File: src/hw/rtl/tap_pkg.sv
`default_nettype none

package tap_pkg;

  // field widths
  localparam int ANGLE_W = 16;
  localparam int DEB_W = 10;
  localparam int DUTY_W = 8;
  localparam int STATUS_W = 4;
  localparam int CFG_IDX_W = 3;
  localparam int CFG_DATA_W = 16;
  localparam int SCALED_MIN_W = 32;

  localparam int ROT_BITS_DEF = 20;

  // one full turn in hundredths of a degree
  localparam logic [ANGLE_W-1:0] FULL_TURN = 16'd36000;

  // operation codes
  localparam logic [1:0] OP_MOVE = 2'd1;
  localparam logic [1:0] OP_CAL = 2'd2;

  // register indexes
  localparam logic [CFG_IDX_W-1:0] REG_MIN_ANGLE = 3'd0;
  localparam logic [CFG_IDX_W-1:0] REG_MAX_ANGLE = 3'd1;
  localparam logic [CFG_IDX_W-1:0] REG_DEADBAND = 3'd2;
  localparam logic [CFG_IDX_W-1:0] REG_MIN_RUN = 3'd3;
  localparam logic [CFG_IDX_W-1:0] REG_SAFE_ANGLE = 3'd4;
  localparam logic [CFG_IDX_W-1:0] REG_DEBOUNCE = 3'd5;
  localparam logic [CFG_IDX_W-1:0] REG_DRIVE_SPEED = 3'd6;
  localparam logic [CFG_IDX_W-1:0] REG_PAUSE = 3'd7;

  // register reset values
  localparam logic [ANGLE_W-1:0] MIN_ANGLE_RST = 16'd0;
  localparam logic [ANGLE_W-1:0] MAX_ANGLE_RST = 16'd36000;
  localparam logic [ANGLE_W-1:0] DEADBAND_RST = 16'd500;
  localparam logic [15:0] MIN_RUN_RST = 16'd1000;
  localparam logic [SCALED_MIN_W-1:0] MIN_RUN_SCALED_RST = 32'd36000000;
  localparam logic [ANGLE_W-1:0] SAFE_ANGLE_RST = 16'd500;
  localparam logic [DEB_W-1:0] DEBOUNCE_RST = 10'd100;
  localparam logic [DUTY_W-1:0] DRIVE_SPEED_RST = 8'd255;
  localparam logic [15:0] PAUSE_RST = 16'd3000;

  typedef enum logic [2:0] {
    MODE_IDLE       = 3'd0,
    MODE_CAL_RIGHT  = 3'd1,
    MODE_CAL_PAUSE  = 3'd2,
    MODE_CAL_LEFT   = 3'd3,
    MODE_HOME_LEFT  = 3'd4,
    MODE_MOVE_LEFT  = 3'd5,
    MODE_MOVE_RIGHT = 3'd6
  } mode_t;

  typedef enum logic [STATUS_W-1:0] {
    ST_NONE       = 4'd0,
    ST_MOVED      = 4'd1,
    ST_DEADBAND   = 4'd2,
    ST_TOO_SHORT  = 4'd3,
    ST_PARKED     = 4'd4,
    ST_LIMIT      = 4'd5,
    ST_CALIBRATED = 4'd6,
    ST_NOT_CAL    = 4'd8
  } status_t;

  // verdict of the move planner
  typedef struct packed {
    logic in_deadband;
    logic too_short;
    logic zero_run;
    logic go_right;
  } plan_t;

endpackage

`default_nettype wire

File: src/hw/rtl/tap_debounce.sv
`default_nettype none

module tap_debounce
  import tap_pkg::*;
(
  input  wire logic             clk,
  input  wire logic             rst_n,
  input  wire logic             step,
  input  wire logic             raw_level,
  input  wire logic [DEB_W-1:0] debounce_ticks,
  output logic                  press
);

  localparam logic [DEB_W-1:0] COUNT_MAX = '1;

  logic             stable_r, stable_nxt;
  logic [DEB_W-1:0] count_r, count_nxt;
  logic [DEB_W-1:0] count_inc;
  logic             differ;
  logic             take;

  // count ticks of a differing level, accept once it has lasted long enough
  always_comb begin
    differ    = raw_level != stable_r;
    count_inc = (count_r != COUNT_MAX) ? count_r + 1'b1 : count_r;
    take      = differ && (count_inc >= debounce_ticks);
    press     = take && raw_level;
    stable_nxt = stable_r;
    count_nxt  = count_inc;
    if (!differ) begin
      count_nxt = '0;
    end else if (take) begin
      count_nxt  = '0;
      stable_nxt = raw_level;
    end
  end

  always_ff @(posedge clk) begin
    if (!rst_n) begin
      stable_r <= 1'b0;
      count_r  <= '0;
    end else if (step) begin
      stable_r <= stable_nxt;
      count_r  <= count_nxt;
    end
  end

endmodule

`default_nettype wire

File: src/hw/rtl/tap_move_plan.sv
`default_nettype none

module tap_move_plan
  import tap_pkg::*;
#(
  parameter int ROTATION_COUNT_BITS = ROT_BITS_DEF
) (
  input  wire logic [ANGLE_W-1:0]                     target,
  input  wire logic [ANGLE_W-1:0]                     start_pos,
  input  wire logic [ROTATION_COUNT_BITS-1:0]         rotation,
  input  wire logic [ANGLE_W-1:0]                     deadband,
  input  wire logic [SCALED_MIN_W-1:0]                min_run_scaled,
  output plan_t                                       plan,
  output logic [ANGLE_W+ROTATION_COUNT_BITS-1:0]      run_scaled
);

  localparam int PW = ANGLE_W + ROTATION_COUNT_BITS;
  localparam int CMPW = (PW > SCALED_MIN_W) ? PW : SCALED_MIN_W;
  // longest run, kept in the scaled (ticks * full turn) domain
  localparam logic [PW-1:0] RUN_MAX_SCALED =
    PW'(FULL_TURN) * PW'((64'd1 << ROTATION_COUNT_BITS) - 64'd1);

  logic [ANGLE_W-1:0] diff;
  logic [PW-1:0]      prod;

  // run time is tracked as diff * rotation and counted down a full turn per tick
  always_comb begin
    diff = (target > start_pos) ? target - start_pos : start_pos - target;
    prod = PW'(diff) * PW'(rotation);
    plan.in_deadband = diff < deadband;
    plan.too_short   = CMPW'(prod) < CMPW'(min_run_scaled);
    plan.zero_run    = prod < PW'(FULL_TURN);
    plan.go_right    = target > start_pos;
    run_scaled       = (prod > RUN_MAX_SCALED) ? RUN_MAX_SCALED : prod;
  end

endmodule

`default_nettype wire

File: src/hw/rtl/timed_axis_positioner_top.sv
// Latency: a result word is valid in the cycle after its input word is accepted.
// Throughput: one input word per clock cycle unless stalled; the sequencer state,
// debouncer and move planner all settle in the single pass between accept and
// result register. An input word is refused only while a result word waits and
// out_stall is high. Reset: rst_n is synchronous and active low; it returns the axis
// to idle, uncalibrated at angle zero, and loads the register defaults.
`default_nettype none

module timed_axis_positioner_top
  import tap_pkg::*;
#(
  parameter int ROTATION_COUNT_BITS = ROT_BITS_DEF
) (
  input  wire logic                  clk,
  input  wire logic                  rst_n,
  // configuration
  input  wire logic                  cfg_we,
  input  wire logic [CFG_IDX_W-1:0]  cfg_index,
  input  wire logic [CFG_DATA_W-1:0] cfg_wdata,
  // input channel
  input  wire logic                  in_valid,
  output logic                       in_stall,
  input  wire logic [1:0]            in_operation,
  input  wire logic [ANGLE_W-1:0]    in_target_angle,
  input  wire logic                  in_switch_level,
  // result channel
  output logic                       out_valid,
  input  wire logic                  out_stall,
  output logic                       out_motor_enable,
  output logic                       out_motor_direction,
  output logic [DUTY_W-1:0]          out_pwm_duty,
  output logic                       out_busy_res,
  output logic [ANGLE_W-1:0]         out_position,
  output logic [STATUS_W-1:0]        out_status
);

  localparam int CW = ROTATION_COUNT_BITS;
  localparam int PW = ANGLE_W + CW;
  localparam int PSW = CW + 16;
  localparam logic [CW-1:0] CNT_MAX = '1;

  // configuration registers
  logic [ANGLE_W-1:0]      min_angle_r, max_angle_r, deadband_r, safe_angle_r;
  logic [SCALED_MIN_W-1:0] min_run_scaled_r;
  logic [DEB_W-1:0]        debounce_r;
  logic [DUTY_W-1:0]       drive_speed_r;
  logic [15:0]             pause_r;

  // sequencer state
  mode_t              mode_r, mode_nxt;
  logic [ANGLE_W-1:0] pos_r, pos_nxt;
  logic [CW-1:0]      rot_r, rot_nxt;
  logic [CW-1:0]      cal_cnt_r, cal_cnt_nxt;
  logic [PW-1:0]      move_cnt_r, move_cnt_nxt;

  // result register
  logic                out_valid_r, out_valid_nxt;
  logic                en_r, dir_r, busy_r;
  logic [DUTY_W-1:0]   duty_r;
  logic [ANGLE_W-1:0]  position_r;
  status_t             status_r;

  logic               in_acc;
  logic               press;
  logic               do_plan;
  logic               home_plan;
  logic [ANGLE_W-1:0] plan_tgt, plan_pos;
  plan_t              plan;
  logic [PW-1:0]      run_scaled;
  logic [CW-1:0]      pause_sat;
  logic [CW-1:0]      cal_dec, cal_inc;
  logic [PW-1:0]      move_left;
  status_t            status;
  logic               en, dir;

  assign in_stall = out_valid_r && out_stall;
  assign in_acc   = in_valid && !in_stall;

  // configuration writes; the minimum run is kept pre-scaled by a full turn
  always_ff @(posedge clk) begin
    if (!rst_n) begin
      min_angle_r      <= MIN_ANGLE_RST;
      max_angle_r      <= MAX_ANGLE_RST;
      deadband_r       <= DEADBAND_RST;
      min_run_scaled_r <= MIN_RUN_SCALED_RST;
      safe_angle_r     <= SAFE_ANGLE_RST;
      debounce_r       <= DEBOUNCE_RST;
      drive_speed_r    <= DRIVE_SPEED_RST;
      pause_r          <= PAUSE_RST;
    end else if (cfg_we) begin
      case (cfg_index)
        REG_MIN_ANGLE:   min_angle_r <= cfg_wdata;
        REG_MAX_ANGLE:   max_angle_r <= cfg_wdata;
        REG_DEADBAND:    deadband_r <= cfg_wdata;
        REG_MIN_RUN:     min_run_scaled_r <=
                           SCALED_MIN_W'(cfg_wdata) * SCALED_MIN_W'(FULL_TURN);
        REG_SAFE_ANGLE:  safe_angle_r <= cfg_wdata;
        REG_DEBOUNCE:    debounce_r <= cfg_wdata[DEB_W-1:0];
        REG_DRIVE_SPEED: drive_speed_r <= cfg_wdata[DUTY_W-1:0];
        REG_PAUSE:       pause_r <= cfg_wdata;
        default:         ;
      endcase
    end
  end

  tap_debounce u_debounce (
    .clk            (clk),
    .rst_n          (rst_n),
    .step           (in_acc),
    .raw_level      (in_switch_level),
    .debounce_ticks (debounce_r),
    .press          (press)
  );

  // after homing the plan runs from zero to the parking angle
  assign home_plan = mode_r == MODE_HOME_LEFT;
  assign plan_tgt  = home_plan ? safe_angle_r : in_target_angle;
  assign plan_pos  = home_plan ? '0 : pos_r;

  tap_move_plan #(
    .ROTATION_COUNT_BITS (ROTATION_COUNT_BITS)
  ) u_move_plan (
    .target         (plan_tgt),
    .start_pos      (plan_pos),
    .rotation       (rot_r),
    .deadband       (deadband_r),
    .min_run_scaled (min_run_scaled_r),
    .plan           (plan),
    .run_scaled     (run_scaled)
  );

  // sequencer next state and result
  always_comb begin
    pause_sat = (PSW'(pause_r) > PSW'(CNT_MAX)) ? CNT_MAX : CW'(pause_r);
    cal_dec   = (cal_cnt_r != '0) ? cal_cnt_r - 1'b1 : cal_cnt_r;
    cal_inc   = (cal_cnt_r != CNT_MAX) ? cal_cnt_r + 1'b1 : cal_cnt_r;
    move_left = move_cnt_r - PW'(FULL_TURN);

    mode_nxt     = mode_r;
    pos_nxt      = pos_r;
    rot_nxt      = rot_r;
    cal_cnt_nxt  = cal_cnt_r;
    move_cnt_nxt = move_cnt_r;
    status       = ST_NONE;
    do_plan      = 1'b0;

    case (mode_r)
      MODE_IDLE: begin
        if (in_operation == OP_CAL) begin
          mode_nxt = MODE_CAL_RIGHT;
        end else if (in_operation == OP_MOVE) begin
          if (rot_r == '0) begin
            status = ST_NOT_CAL;
          end else if (in_target_angle < min_angle_r || in_target_angle > max_angle_r) begin
            if (pos_r == safe_angle_r) begin
              status = ST_PARKED;
            end else begin
              mode_nxt = MODE_HOME_LEFT;
            end
          end else begin
            do_plan = 1'b1;
          end
        end
      end
      MODE_CAL_RIGHT: begin
        if (press) begin
          pos_nxt     = FULL_TURN;
          cal_cnt_nxt = pause_sat;
          mode_nxt    = (pause_sat == '0) ? MODE_CAL_LEFT : MODE_CAL_PAUSE;
        end
      end
      MODE_CAL_PAUSE: begin
        cal_cnt_nxt = cal_dec;
        if (cal_dec == '0) begin
          mode_nxt = MODE_CAL_LEFT;
        end
      end
      MODE_CAL_LEFT: begin
        cal_cnt_nxt = cal_inc;
        if (press) begin
          rot_nxt     = (cal_inc == '0) ? CW'(1) : cal_inc;
          pos_nxt     = '0;
          cal_cnt_nxt = '0;
          mode_nxt    = MODE_IDLE;
          status      = ST_CALIBRATED;
        end
      end
      MODE_HOME_LEFT: begin
        if (press) begin
          pos_nxt  = '0;
          mode_nxt = MODE_IDLE;
          do_plan  = 1'b1;
        end
      end
      MODE_MOVE_LEFT, MODE_MOVE_RIGHT: begin
        if (press) begin
          pos_nxt  = (mode_r == MODE_MOVE_RIGHT) ? FULL_TURN : '0;
          mode_nxt = MODE_IDLE;
          status   = ST_LIMIT;
        end else begin
          move_cnt_nxt = move_left;
          if (move_left < PW'(FULL_TURN)) begin
            mode_nxt = MODE_IDLE;
            status   = ST_MOVED;
          end
        end
      end
      default: begin
        mode_nxt = MODE_IDLE;
      end
    endcase

    // outcome of a planned move
    if (do_plan) begin
      if (plan.in_deadband) begin
        status = ST_DEADBAND;
      end else if (plan.too_short) begin
        status = ST_TOO_SHORT;
      end else begin
        pos_nxt = plan_tgt;
        if (plan.zero_run) begin
          status = ST_MOVED;
        end else begin
          move_cnt_nxt = run_scaled;
          mode_nxt     = plan.go_right ? MODE_MOVE_RIGHT : MODE_MOVE_LEFT;
        end
      end
    end

    en = mode_nxt == MODE_CAL_RIGHT || mode_nxt == MODE_CAL_LEFT ||
         mode_nxt == MODE_HOME_LEFT || mode_nxt == MODE_MOVE_LEFT ||
         mode_nxt == MODE_MOVE_RIGHT;
    dir = mode_nxt == MODE_CAL_RIGHT || mode_nxt == MODE_MOVE_RIGHT;

    out_valid_nxt = in_acc ? 1'b1 : (out_stall ? out_valid_r : 1'b0);
  end

  always_ff @(posedge clk) begin
    if (!rst_n) begin
      mode_r      <= MODE_IDLE;
      pos_r       <= '0;
      rot_r       <= '0;
      cal_cnt_r   <= '0;
      move_cnt_r  <= '0;
      out_valid_r <= 1'b0;
    end else begin
      out_valid_r <= out_valid_nxt;
      if (in_acc) begin
        mode_r     <= mode_nxt;
        pos_r      <= pos_nxt;
        rot_r      <= rot_nxt;
        cal_cnt_r  <= cal_cnt_nxt;
        move_cnt_r <= move_cnt_nxt;
      end
    end
  end

  // result word
  always_ff @(posedge clk) begin
    if (in_acc) begin
      en_r       <= en;
      dir_r      <= dir;
      duty_r     <= en ? drive_speed_r : '0;
      busy_r     <= mode_nxt != MODE_IDLE;
      position_r <= pos_nxt;
      status_r   <= status;
    end
  end

  assign out_valid           = out_valid_r;
  assign out_motor_enable    = en_r;
  assign out_motor_direction = dir_r;
  assign out_pwm_duty        = duty_r;
  assign out_busy_res        = busy_r;
  assign out_position        = position_r;
  assign out_status          = status_r;

`ifndef SYNTHESIS
  // once calibrated the axis stays calibrated
  a_rot_sticks: assert property (@(posedge clk) disable iff (!rst_n)
    (rot_r != '0) |=> (rot_r != '0))
    else $error("rotation time lost after calibration");

  // a running move always has at least one tick left
  a_move_cnt: assert property (@(posedge clk) disable iff (!rst_n)
    (mode_r == MODE_MOVE_LEFT || mode_r == MODE_MOVE_RIGHT) |->
    (move_cnt_r >= PW'(FULL_TURN)))
    else $error("move counter below one tick while running");

  // finishing calibration leaves the axis idle at zero
  a_cal_done: assert property (@(posedge clk) disable iff (!rst_n)
    (out_valid_r && out_status == ST_CALIBRATED) |->
    (out_position == '0 && !out_busy_res && !out_motor_enable))
    else $error("calibration result inconsistent");

  // no duty while the driver is off
  a_duty_off: assert property (@(posedge clk) disable iff (!rst_n)
    (out_valid_r && !out_motor_enable) |-> (out_pwm_duty == '0))
    else $error("pwm duty with motor disabled");
`endif

endmodule

`default_nettype wire
File: config.mk
export PLATFORM = sky130hd
export DESIGN_NAME = timed_axis_positioner_top
export DESIGN_NICKNAME = d
export VERILOG_FILES = /design/src/hw/rtl/tap_pkg.sv /design/src/hw/rtl/tap_debounce.sv /design/src/hw/rtl/tap_move_plan.sv /design/src/hw/rtl/timed_axis_positioner_top.sv
export SDC_FILE = /design/constraint.sdc
export NUM_CORES = 2
export LEC_CHECK = 0
export BUFFER_PORTS_ARGS = -buffer_cell sky130_fd_sc_hd__buf_2
export CAP_MARGIN = 0
export CORE_MARGIN = 2
export CORE_UTILIZATION = 39
export CTS_CLUSTER_DIAMETER = 80
export DETAILED_ROUTE_END_ITERATION = 8
export HOLD_SLACK_MARGIN = 0.05
export SYNTH_ARGS = -nofsm -noshare
export SYNTH_HDL_FRONTEND = slang
export SYNTH_SLANG_ARGS = --single-unit
File: constraint.sdc
create_clock -name clk -period 16.91 [get_ports clk]
set_clock_uncertainty 0.05 [all_clocks]
set_input_delay 3.382 -clock clk [delete_from_list [all_inputs] [get_ports clk]]
set_output_delay 3.382 -clock clk [all_outputs]
set_load 0.005 [all_outputs]
**After elaboration in Yosys (flattened, before gate mapping)**

Index checks and enable logic that the tools add are counted.

- Flip-flop bits (word level): 263
- Logic and storage cells: 163

- Add/subtract/negate cells: 6
- Multiply operators: 2
- Order comparisons: 9
- Eq/ne operators: 26
- Mux-type cells: 65
- Reductions and logical operators: 33

Operators with widths:

| cell | number |
|---|---|
| $mux 36 | 7 |
| $mux 16 | 10 |
| $mux 20 | 5 |
| $lt 36x16->1 const B | 2 |
| $logic_not 20->1 | 3 |
| $pmux 20 s3 | 1 |
| $mux 3 | 18 |
| $pmux 16 s3 | 1 |
| $gt 36x36->1 const B | 1 |
| $lt 36x32->1 | 1 |
| $mul 16x20->36 | 1 |
| $sub 36x16->36 const B | 1 |
| $gt 16x16->1 | 2 |
| $lt 16x16->1 | 2 |
| $sub 16x16->16 | 2 |
| $eq 3x3->1 const B | 10 |
| $mux 10 | 3 |
| $mux 4 | 7 |
| $mul 16x11->27 const B | 1 |
| $add 20x1->20 const B | 1 |
| $ne 20x20->1 const B | 1 |
| $reduce_bool 20->1 | 1 |
| $sub 20x1->20 const B | 1 |
| $eq 16x16->1 | 1 |
| 24 further kinds | 58 |

**Logic depth before layout (Yosys ltp)**

- Word-level depth: 16
- Depth in mapped cells: 59

**Cells and area by module**

A second synthesis with hierarchy kept.

- Cell total of the unflattened synthesis: 3845
- Area, all modules: 31009.7 um2

Modules (own cells, without submodules):

| module | instances | cells an instance | area each (um2) | seq. area each (um2) |
|---|---|---|---|---|
| timed_axis_positioner_top | 1 | 2002 | 16086.7 | 5255.0 |
| tap_move_plan | 1 | 1741 | 14038.5 | 0.0 |
| tap_debounce | 1 | 102 | 884.6 | 220.2 |

**Worst setup path before layout**

OpenSTA, ideal clock, no wires.

- Kind: in2reg
- Start point: input port in_target_angle[9]
- End point: register busy_r (netlist: out_busy_res), data pin
- Data arrival time: 14319 ps
- Data required time: 16594 ps
- Setup slack: 2275 ps
- Cell stages on the path: 43
- Path buffers: 4
- Cells stage by stage: mux2i_1 inv_1 ha_1 clkbuf_1 nand2_1 or4_1 or3_1 o22ai_1 clkbuf_1 mux2i_1 xor2_1 clkbuf_1 nand2_1 fa_1 inv_1 fa_1 inv_1 fa_1 [7 not listed] a21o_1 o21bai_4 a221o_1 a21oi_2 nor2_1 or4_4 ha_1 a2111oi_0 a21oi_1 nor3_1 inv_1 maj3_1 a221oi_1 a311o_2 and4_1 and2_1 buf_4 nand2_1

- Longest elaborated chain between the ends: 12
- Elaborated cells between the ends (all ways): 28
- Those cells by class: 2 x add/sub; 1 x mul; 6 x order compare; 17 x mux; 2 x reduce/logical

Ends and longest elaborated chain:

| item | line | source |
|---|---|---|
| from (decl) | timed_axis_positioner_top.sv:24 | `input wire logic [ANGLE_W-1:0] in_target_angle,` |
| branches (longest 10 deep; another with $mul 16x20->36) | - |  |
| $mux 3 * | timed_axis_positioner_top.sv:214 | `if (do_plan) begin` |
| $reduce_bool 3->1 * | timed_axis_positioner_top.sv:264 | `busy_r <= mode_nxt != MODE_IDLE;` |
| to (signal assigned) | timed_axis_positioner_top.sv:264 |  |
| to (decl) | timed_axis_positioner_top.sv:58 | `logic en_r, dir_r, busy_r;` |

Every way passes the cells marked *.
A chain may end at the register's enable or synchronous reset.

**Worst setup path after layout**

- Start point: input port in_target_angle[9]
- End point: register duty_r[6] (netlist: out_pwm_duty[6]), data pin

- Longest elaborated chain between the ends: 16
- Elaborated cells between the ends (all ways): 36
- Those cells by class: 2 x add/sub; 1 x mul; 6 x order compare; 5 x eq/ne; 17 x mux; 5 x reduce/logical

Ends and longest elaborated chain:

| item | line | source |
|---|---|---|
| branches (longest 10 deep; another with $mul 16x20->36) | - |  |
| $mux 3 * | timed_axis_positioner_top.sv:214 |  |
| $eq 3x1->1 or $eq 3x2->1 (tied branches) | timed_axis_positioner_top.sv:230 | `en = mode_nxt == MODE_CAL_RIGHT \|\| mode_nxt == MODE_CAL_LEFT \|\|` |
| $logic_or 1x1->1 (2 in a row) | timed_axis_positioner_top.sv:230 |  |
| $logic_or 1x1->1 | timed_axis_positioner_top.sv:231 | `mode_nxt == MODE_HOME_LEFT \|\| mode_nxt == MODE_MOVE_LEFT \|\|` |
| $logic_or 1x1->1 * | timed_axis_positioner_top.sv:231 |  |
| to (signal assigned) | timed_axis_positioner_top.sv:263 | `duty_r <= en ? drive_speed_r : '0;` |
| to (decl) | timed_axis_positioner_top.sv:59 | `logic [DUTY_W-1:0] duty_r;` |

Marks and branches as above.

==> summary.md <==
| Metric | Value |
|---|---|
| Overall power | 0.00222 W |
| Placed Cells | 4579 |
| Largest net degree at the start of global routing | 71 |
| ANT nets after route | 0 |
| Fraction of the mapped netlist area in adder cells | 32.7% |
| Pins Over Slew Limit | 0 |
| Via count | 25500 |
| Die width | 280 um |
| GR Util All Layers | 22.6% |
| Met3 wire length | 4690 um |
| Met2 wire length | 40900 um |
| Max incr delay on CP | 0.61 ns |
| Final Wtd Congestion | 0.992 |
| Vias in the first global route | 25000 |
| GRT overflow | 0 |
| Synth Area per Inst | 8.12 um^2 |
| Fraction of layout cells with a size suffix above 1 | 6.59% |
| Worst-Skew Late Latency | 0.59 ns |
| Synth Register Bits | 258 |
| Initial DRC Count | 1944 |
| Highest metal used | met4 |
| DRT Pass-1 Iters | 5 |
| Boundary Pins | 76 |
| Met1 wire length | 42000 um |
| Fin Setup TNS | 0 ns |
| Layout Area Growth over Synthesis | 7.99% |
| Synth Area in Simple Gates | 20.0% |
| CTS H-Tree Depth | 1 |
| WHS | 0.403 ns |
| Post-synth EDFFs | 31 |
| Mapped Area | 0.0298 mm^2 |
| CTS buffer count | 31 |
| Global-route wire length before repair | 142000 um |
| Crit Path Category | in -> reg |
| Mapped Nets | 4321 |
| # Max-Cap Violations | 0 |
| Final hold violations | 0 |
| CTS tree | done |
| CP max stage cell | a221oi_1 |
| Avg Vias per Cell | 5.51 |
| Sequential fraction of the synthesis area | 18.4% |
| Post-synthesis mux area share | 1.21% |
| Final setup vio count | 0 |
| Filler cells | 7788 |
| Main flop type after synthesis | dfxtp_1 |
| Yosys Warn Count | 0 |
| Final HPWL DP | 68300 um |
| Initial antenna violation count | 0 |
| Distinct cells, synth | 90 |
| Mapped Cells | 3671 |
| CP delay by family, top | adder cells |
| Die span in y | 280 um |
| CTS Buffer Depth | 3 |
| Root Buffer | clkbuf_16 |
| Crit end category | register |
| Max FO, Critical Path | 15 |
| Fin nets | 4284 |
| Final worst-path cycle share | 94.3% |
| Detailed-route wire length per cell | 19.2 um |
| Most used cell, CP | fa_1 |
| Port Buffer Count | 75 |
| Post-route insts no fill | 4637 |
| Ant diodes | 0 |
| Xor-xnor portion of the synthesized cell area | 3.67% |
| DR DRC count | 0 |
| Async S/R FF share, synth | 0% |
| Worst path bufs/invs | 6 |
| DRT Wirelength | 89000 um |
| Compound-gate portion of the synthesized area | 15.2% |
| Fmax | 0.0627 GHz |
| Crit start category | input pin |
| Largest family of logic cells by synthesized area | adder cells |
| Slew margin rel. | 25.7% |
| RSZ-0062 raised after global routing | no |
| Worst vdd ir | 0.0754 mV |
| CP required | 17.17 ns |
| WP data arrival | 16.20 ns |
| Status | completed |
| FP Rows | 101 |
| Setup bufs post-CTS | 0 |
| Yosys top cell area share | 19.1% |
| Worst-margin pin slew | 1.10 ns |
| Clock sink count | 258 |
| PwrDens | 69.0 mW/mm^2 |
| Initial Utilization | 39.3% |
| Worst-path clk slew | 0.06 ns |
| Top post-synthesis cells by area | fa_1, dfxtp_1, ha_1 |
| Die ar. | 0.0786 mm^2 |
| Yosys top cell by area | fa_1 |
| Worst hold path class | reg -> reg |
| Minimum clock period | 15.94 ns |
| Leak pwr | 15.1 nW |
| CORE AREA | 0.0758 mm^2 |
==> flip-flops by register name, summed over array words and instances (netlist names) <==
name and flops:
deadband_r 16, max_angle_r 16, u_debounce.count_r 10, rot_r 20, min_run_scaled_r 27, drive_speed_r 8
debounce_r 10, out_busy_res 1, pos_r 16, move_cnt_r 31, safe_angle_r 16, min_angle_r 16
out_motor_enable 1, out_valid 1, u_debounce.stable_r 1, out_pwm_duty 8, mode_r 3, out_position 16
cal_cnt_r 20, out_motor_direction 1, out_status 4, pause_r 16
==> metal layers <==
layer / up-vias / track usage, %
met3: 84 / 2.12
met2: 658 / 37.4
met5: - / 0
met4: 0 / 3.85
li1: 12200 / -
met1: 12600 / 32.4
==> cell families (layout without fill, tap and decap cells) <==
family                   Yosys count  in the layout
AND/OR/NAND/NOR                 1256           1256
adder cells (fa/ha/maj)          609            609
buffers and inverters            687            675
flip-flops                       258            258
XOR/XNOR                         125            125
AO/OA/AOI/OAI                    700            700
multiplexers                      36             36
==> per-stage QoR <==
step	instance area (um^2)	worst slack (ns)	utilization [%]
floorplan	29800	2.28	-
global placement	31100	0.441	41.0
detailed placement	31100	0.308	41.0
CTS	32200	0.859	42.4
global route	32200	0.120	42.4
finish	32200	0.971	42.4
==> where the power goes <==
part | switching, W | internal [W]
combinational | 0.000546 | 0.000309
sequential | 0.0000238 | 0.000647
clock | 0.000288 | 0.000405
==> timing repair <==
action | 4_1_cts | 5_1_grt
resized for setup | 0 | 1
hold buffers | 0 | 0
endpoints found under the setup margin | 0 | 9
==> cell type report <==
class / count / area (um^2) / share of cell area [%]
tap: 978 / 1220 / 3.80
timing repair buffer: 127 / 768 / 2.39
clock inverter: 22 / 214 / 0.665
sequential: 258 / 5480 / 17.0
multi-input combinational: 2726 / 21800 / 67.8
inverter: 490 / 1840 / 5.72
clock buffer: 36 / 845 / 2.62
==> tightest hold or removal path, delay by kind of cell (launching register included) <==
| family | cells | cell delay, ns |
|---|---|---|
| flops | 1 | 0.31 |
| simple gates | 1 | 0.05 |
| compound gates | 1 | 0.05 |
==> synth_stat cells (all sizes together) (7+ instances only) <==
cell type,n
a2111oi,7
a211o,8
a211oi,35
a21o,61
a21oi,224
a221oi,9
a22oi,17
a311oi,7
a31oi,33
and2,142
and3,17
buf,22
clkbuf,175
dfxtp,227
edfxtp,31
fa,285
ha,322
inv,489
mux2i,35
nand2,516
nand2b,31
nand3,85
nand3b,7
nand4,33
nor2,200
nor2b,33
nor3,89
nor3b,7
nor4,40
o211ai,44
o21a,11
o21ai,141
o21ba,12
o21bai,11
o22ai,8
or2,9
or3,20
or4,9
xnor2,62
xor2,63
==> worst paths after layout <==
| kind | start | endpoint | slack, ns | cells after the start |
|---|---|---|---|---|
| max reg2reg | mode_r[2] | out_pwm_duty[6] | 2.37 | 42 |
| min reg2reg | min_angle_r[11] | min_angle_r[11] | 0.40 | 2 |
| min | min_angle_r[11] | min_angle_r[11] | 0.40 | 2 |
| max | in_target_angle[9] | out_pwm_duty[6] | 0.97 | 42 |
==> cells in the final DEF (no fill, tap or decap), types with 53 or more instances in the layout <==
| master | n |
|---|---|
| a21o_1 | 61 |
| a21oi_1 | 220 |
| fa_1 | 285 |
| and2_1 | 142 |
| xnor2_1 | 55 |
| nor3_1 | 89 |
| buf_2 | 74 |
| o21ai_0 | 132 |
| ha_1 | 322 |
| inv_1 | 487 |
| dfxtp_1 | 227 |
| nand2_1 | 515 |
| xor2_1 | 58 |
| nor2_1 | 199 |
| buf_4 | 53 |
| nand3_1 | 85 |
No activity file was read; power rests on OpenSTA's default activity.
